## src/rtl/bad_pkg.sv

```systemverilog
// ----------------------------------------------------------------------------
// Box average downsampler package
// Shared widths, register indexes, sequencer states, the structs that
// travel between the top level and the divider and the queued result.
// ----------------------------------------------------------------------------
package bad_pkg;

	// Fixed field and register widths.
	localparam int PIX_W        = 8;
	localparam int DIM_W        = 13;
	localparam int FACT_W       = 5;
	localparam int Y_W          = 12;
	localparam int CFG_IDX_W    = 2;
	localparam int HEIGHT_LIMIT = 4096;

	// Configuration register indexes.
	localparam logic [CFG_IDX_W-1:0] CFG_IMAGE_WIDTH  = 2'd0;
	localparam logic [CFG_IDX_W-1:0] CFG_IMAGE_HEIGHT = 2'd1;
	localparam logic [CFG_IDX_W-1:0] CFG_BLOCK_FACTOR = 2'd2;

	// Register values after reset.
	localparam logic [DIM_W-1:0]  RST_IMAGE_WIDTH  = 13'd640;
	localparam logic [DIM_W-1:0]  RST_IMAGE_HEIGHT = 13'd480;
	localparam logic [FACT_W-1:0] RST_BLOCK_FACTOR = 5'd2;

	// Depth of the result queue in front of the output channel.
	localparam int OQ_DEPTH = 8;
	localparam int OQ_PTR_W = $clog2(OQ_DEPTH);

	// Geometry sequencer states.
	typedef enum logic [2:0] {
		RS_IDLE,
		RS_WIDTH,
		RS_HEIGHT,
		RS_COL,
		RS_ROW
	} rs_state_t;

	// Request to the shared divider.
	typedef struct packed {
		logic              start;
		logic [DIM_W-1:0]  dividend;
		logic [FACT_W-1:0] divisor;
	} div_req_t;

	// Answer from the shared divider.
	typedef struct packed {
		logic              done;
		logic [DIM_W-1:0]  quot;
		logic [FACT_W-1:0] rem;
	} div_rsp_t;

	// One queued result.
	typedef struct packed {
		logic [PIX_W-1:0] mean_value;
		logic             row_end;
		logic             image_end;
	} res_t;

endpackage

```

## src/rtl/bad_div.sv

```systemverilog
// ----------------------------------------------------------------------------
// Shared restoring divider
// Divides a 13-bit dividend by a 5-bit non-zero divisor, one quotient bit
// per cycle. The result is flagged by a one-cycle done pulse.
// ----------------------------------------------------------------------------
module bad_div import bad_pkg::*; (
	input  logic     clk,
	input  logic     arst_n,
	input  div_req_t req,
	output div_rsp_t rsp
);

	localparam int CNT_W = $clog2(DIM_W);

	logic              busy_q;
	logic              done_q;
	logic [CNT_W-1:0]  cnt_q;
	logic [DIM_W-1:0]  dvd_q;
	logic [FACT_W-1:0] rem_q;
	logic [FACT_W-1:0] dsr_q;
	logic [FACT_W:0]   trial;
	logic              qbit;
	logic [FACT_W:0]   trial_sub;

	// One restoring step: shift in the next dividend bit and try a subtraction.
	always_comb begin
		trial     = {rem_q, dvd_q[DIM_W-1]};
		qbit      = trial >= {1'b0, dsr_q};
		trial_sub = trial - {1'b0, dsr_q};
	end

	// Control: busy while the quotient bits are produced, then a done pulse.
	always_ff @(posedge clk or negedge arst_n) begin
		if (!arst_n) begin
			busy_q <= 1'b0;
			done_q <= 1'b0;
			cnt_q  <= '0;
		end else begin
			done_q <= 1'b0;
			if (req.start) begin
				busy_q <= 1'b1;
				cnt_q  <= CNT_W'(DIM_W - 1);
			end else if (busy_q) begin
				if (cnt_q == '0) begin
					busy_q <= 1'b0;
					done_q <= 1'b1;
				end else begin
					cnt_q <= cnt_q - 1'b1;
				end
			end
		end
	end

	// Datapath: the dividend register fills with quotient bits as it shifts.
	always_ff @(posedge clk) begin
		if (req.start) begin
			dvd_q <= req.dividend;
			dsr_q <= req.divisor;
			rem_q <= '0;
		end else if (busy_q) begin
			dvd_q <= {dvd_q[DIM_W-2:0], qbit};
			rem_q <= qbit ? trial_sub[FACT_W-1:0] : trial[FACT_W-1:0];
		end
	end

	assign rsp.done = done_q;
	assign rsp.quot = dvd_q;
	assign rsp.rem  = rem_q;

endmodule

```

## config.mk

```make
export PLATFORM = sky130hd
export DESIGN_NAME = bad_div
export DESIGN_NICKNAME = d
export VERILOG_FILES = /design/src/rtl/bad_pkg.sv /design/src/rtl/bad_div.sv
export SDC_FILE = /design/constraint.sdc
export NUM_CORES = 1
export LEC_CHECK = 0
export BUFFER_PORTS_ARGS = -buffer_cell sky130_fd_sc_hd__buf_2
export CAP_MARGIN = 10
export CELL_PAD_IN_SITES_DETAIL_PLACEMENT = 0
export CELL_PAD_IN_SITES_GLOBAL_PLACEMENT = 1
export CORE_MARGIN = 2
export CORE_UTILIZATION = 26
export DETAILED_ROUTE_END_ITERATION = 10
export GPL_TIMING_DRIVEN = 1
export PLACE_DENSITY_LB_ADDON = 0.1
export RECOVER_POWER = 50
export SYNTH_ARGS = -nofsm -noshare
export SYNTH_HDL_FRONTEND = slang
export SYNTH_SLANG_ARGS = --single-unit
```

## constraint.sdc

```tcl
create_clock -name clk -period 3.4 [get_ports clk]
set_input_delay 0.17 -clock clk [delete_from_list [all_inputs] [get_ports clk]]
set_output_delay 0.17 -clock clk [all_outputs]
set_load 0.05 [all_outputs]
```

**After elaboration in Yosys (flattened, before gate mapping)**

Cells that the tools add are included.

- Register bits after elaboration: 29
- Bits of input ports: 21
- Output and inout port bits: 19
- Logic and storage cells: 25

- $add $sub $neg: 2
- $lt $le $gt $ge: 1
- Equality and inequality tests: 1
- Mux-type cells: 12
- Reductions and logical operators: 3

Operator list:

| kind | number |
|---|---|
| $mux W13 | 2 |
| $mux W4 | 3 |
| $ge A6 B5 Y1 | 1 |
| $mux W1 | 6 |
| $mux W5 | 1 |
| $sub A5 B5 Y5 | 1 |
| $logic_not A4 Y1 | 1 |
| $sub A4 B1 Y4 const B | 1 |
| $ne A2 B2 Y1 const B | 1 |
| $reduce_and A2 Y1 | 1 |
| $reduce_bool A2 Y1 | 1 |

**Longest topological paths before layout**

- Depth in word-level cells: 4
- Mapped depth: 8
- Depth with buffers taken out: 8

**Least setup slack after synthesis**

OpenSTA, ideal clock, no wires.

- Path type: reg-to-reg
- Start point: reg dvd_q[12]
- End point: reg dvd_q[0] (data pin)
- Library setup time: 270 ps
- Arrival: 1974 ps
- Data required time: 3130 ps
- Setup slack: 1156 ps
- Cell stages (with the launch flop): 9
- Buffers on the path: 0
- Clock period less this slack: 2244 ps
- Cell sequence: edfxtp_1 inv_1 ha_1 inv_1 fa_1 a211o_1 o211a_1 nor3_1 a21oi_1

- Word-level cells in the longest chain between the ends: 3

RTL lines:

| what | RTL line | source |
|---|---|---|
| from (decl) | bad_div.sv:18 | `logic [DIM_W-1:0] dvd_q;` |
| from (signal assigned) | bad_div.sv:57 | `dvd_q <= req.dividend;` |
| from (signal assigned) | bad_div.sv:61 | `dvd_q <= {dvd_q[DIM_W-2:0], qbit};` |
| $ge A6 B5 Y1 | bad_div.sv:28 | `qbit = trial >= {1'b0, dsr_q};` |
| $mux W13 | bad_div.sv:60 | `end else if (busy_q) begin` |
| $mux W13 | bad_div.sv:56 | `if (req.start) begin` |

No other way between the ends. The select of a mux whose other input is x is not followed.
A chain may end at the register's enable or synchronous reset.

**Worst setup path after layout**

Ends and elaborated chain as after synthesis.

==> reports/results.ini <==
[worst_setup_path]
cp_slowest_cell = edfxtp_1
cp_top_family = adder cells
crit_fanout = 4
r2r_slack_ns = 1.22
critPathBufInv = 2
critPathMaxStageDelay_ns = 0.41
critical_path_arrival_ns = 2.14
r2r_end = dvd_q[0]$_DFFE_PP_
timing.critical_path.from_type = flip-flop
worstPathRequired_ns = 3.36
reg2reg_from = dvd_q[12]$_DFFE_PP_
end_kind = flip-flop
crit_type = reg -> reg
crit_chain = inv_1 -> ha_1 -> inv_1 -> fa_1 -> a211o_1 -> o211a_1 -> nor3_1 -> a21oi_1
critPathMostFrequentCell = inv_1
reg2regPathDepth = 8

[synth]
synth_fa_ha_area_frac = 0.0646
ys_seq_area_frac = 0.537
syn_area_per_cell_um2 = 12.4
synth-xor-area-share = 0.0179
ys_types = 39
syn_nets = 147
async_flop_share = 0.207
synthesis.area_mm2 = 0.00147
synthSimpleGateAreaFrac = 0.0986
synth_compound_area_frac = 0.138
netlist.area_leader.share = 0.367
ys_warn_count = 0
synth_largest_area_cell = edfxtp_1
synth-edff-count = 18
synth_top_family_by_area = compound AO/OA/AOI/OAI gates
ys.flop_type = edfxtp_1
synth_mux_area_frac = 0.0918
synth_area_leaders = edfxtp_1 (37%), dfrtp_1 (10%), mux2_2 (9.2%), dfxtp_1 (6.8%), ha_1 (5.1%)
netlist_instances = 119
ys_seq_elements = 29

[clock_tree]
cts_resized = 0
ctsHoldBuffers = 1
cts_tree = done
clockBufferDepth = 2
cts_made_buffers = 5
cts-root-buf = clkbuf_8
cts_max_level = 2
cts_sinks = 29
clock_latency_ns = 0.27
cts.clk_slew.worst_paths_ns = 0.06
post_cts_buffers = 0

[sta]
post-route-min-period_ns = 2.18
period_share = 0.641
rsz0062_at_grt = no
final-setup-viol-count = 0
max-slew-margin-rel = 0.0102
final_hold_viol_count = 0
worst_slew_pin_slew_ns = 1.48
setup-tns-final_ns = 0
clock_skew_ns = 0.00298
maxSlewViolCount = 0
fin_ws_ns = 1.22
clock.fmax_mhz = 459

[die]
fp-row-count = 27
coreArea_mm2 = 0.00547
die_h_um = 79.2
ios = 40
die_x_um = 79.2
die-area_mm2 = 0.00628
start_util = 0.269

[grt]
antenna_found_initial = 0
grt_max_degree = 30
grt_usage = 0.108
grt_pass1_vias = 1048
grt.overflow.total = 0
grt_pass1_wl_um = 5180

[layout]
finalNetCount = 189
syn_to_final_growth_pct = 23.3
layout_commonest_cell = buf_2
antenna_cells = 0
layout-drive-gt1-share = 0.309
fin_area_mm2 = 0.00181
final_cell_mix = buf_2 (29), edfxtp_1 (18), inv_1 (12)

[worst_hold_path]
min_path_cells = 1
whs_endpoint = dsr_q[3]$_DFFE_PP_
hold_path_startpoint = req[3]
hold_class = in -> reg

[placement]
hpwlAfterDp_um = 2310
dp_slack_ns = 1.27
io_buffers = 39
placed_area_mm2 = 0.00173
place_congestion = 0.781

[power_and_ir_drop]
pwr_density_cell_mw_per_mm2 = 750
power_leakage_uw = 0.000766
irDropWorstVdd_uv = 206

[run_status]
status = finished, final reports clean

[detailed_routing]
postRouteWirelength_um = 3130
wl_per_cell_um = 13.4
firstDrtPassIters = 4
drt.antenna.violating_nets = 0
dr.first_iter.drc_count = 58
drc = 0
via_per_inst = 4.50
vias = 1054

[flow_run]
cap_violations = 0

## power breakdown
| part | leakage [uW] | switching, uW | internal [uW] |
|---|---|---|---|
| registers | 0.000296 | 56.8 | 449 |
| clock network | 0.0000486 | 126 | 160 |
| logic | 0.000422 | 374 | 194 |
## worst max-delay path by stage
stage / startpoint / end / slack, ns / cells after the start
2_1_floorplan: dvd_q[12]$_DFFE_PP_ / dvd_q[0]$_DFFE_PP_ / 1.16 / 8
3_3_place_gp: dvd_q[12]$_DFFE_PP_ / dvd_q[0]$_DFFE_PP_ / 1.33 / 8
3_5_place_dp: dvd_q[12]$_DFFE_PP_ / dvd_q[0]$_DFFE_PP_ / 1.27 / 8
4_1_cts: dvd_q[12]$_DFFE_PP_ / dvd_q[0]$_DFFE_PP_ / 1.25 / 8
5_1_grt: dvd_q[12]$_DFFE_PP_ / dvd_q[0]$_DFFE_PP_ / 1.11 / 8
6_report: dvd_q[12]$_DFFE_PP_ / dvd_q[0]$_DFFE_PP_ / 1.22 / 8
## state kept, by name (all words and copies together) (netlist names)
register	cells
dvd_q	13
dsr_q	5
rem_q	5
cnt_q	4
busy_q	1
done_q	1
## final cells by class
class	instances	area, um2
Clock inverter	2	8.76
Tap cell	72	90.1
Inverter	12	45.0
Timing Repair Buffer	40	193
Sequential cell	29	791
Clock buffer	6	82.6
Fill cell	588	3660
Multi-Input combinational cell	73	604
## through the flow
stage	total power [uW]	hold slack, ns	instances	utilization
after CTS	1380	0.0572	234	0.334
after floorplan	966	-0.126	119	-
after detailed placement	1080	-0.000152	225	0.315
final	1360	0.0674	234	0.332
after global routing	1450	0.0573	234	0.332
after global placement	1100	0.00511	225	0.315
## per-layer routing
metal | global-route usage | up-vias | routed length (um) | share of wire
li1 | - | 524 | - | -
met3 | 0.0420 | 7 | 157 | 0.050
met4 | 0.0414 | 0 | 51 | 0.016
met2 | 0.163 | 21 | 1430 | 0.45
met5 | 0 | - | 0 | 0
met1 | 0.139 | 502 | 1500 | 0.48
## kinds of logic after synthesis
logic type / Yosys count
adder cells (fa/ha/maj): 7
AND/OR/NAND/NOR: 27
XOR/XNOR: 3
AO/OA/AOI/OAI: 24
multiplexers: 12
buffers and inverters: 17
flip-flops: 29
## cell usage after synthesis, types with 2 or more instances
cell / number
a21oi_1: 6
nand2b_1: 3
mux2_2: 12
edfxtp_1: 18
dfrtp_1: 6
xor2_1: 2
nor3_1: 3
dfxtp_1: 5
nand3_1: 4
inv_1: 12
a311o_1: 2
a311oi_1: 4
a211o_1: 2
clkbuf_1: 2
ha_1: 6
nor2_1: 7
nand2_1: 3
No activity file was read; power rests on OpenSTA's default activity.
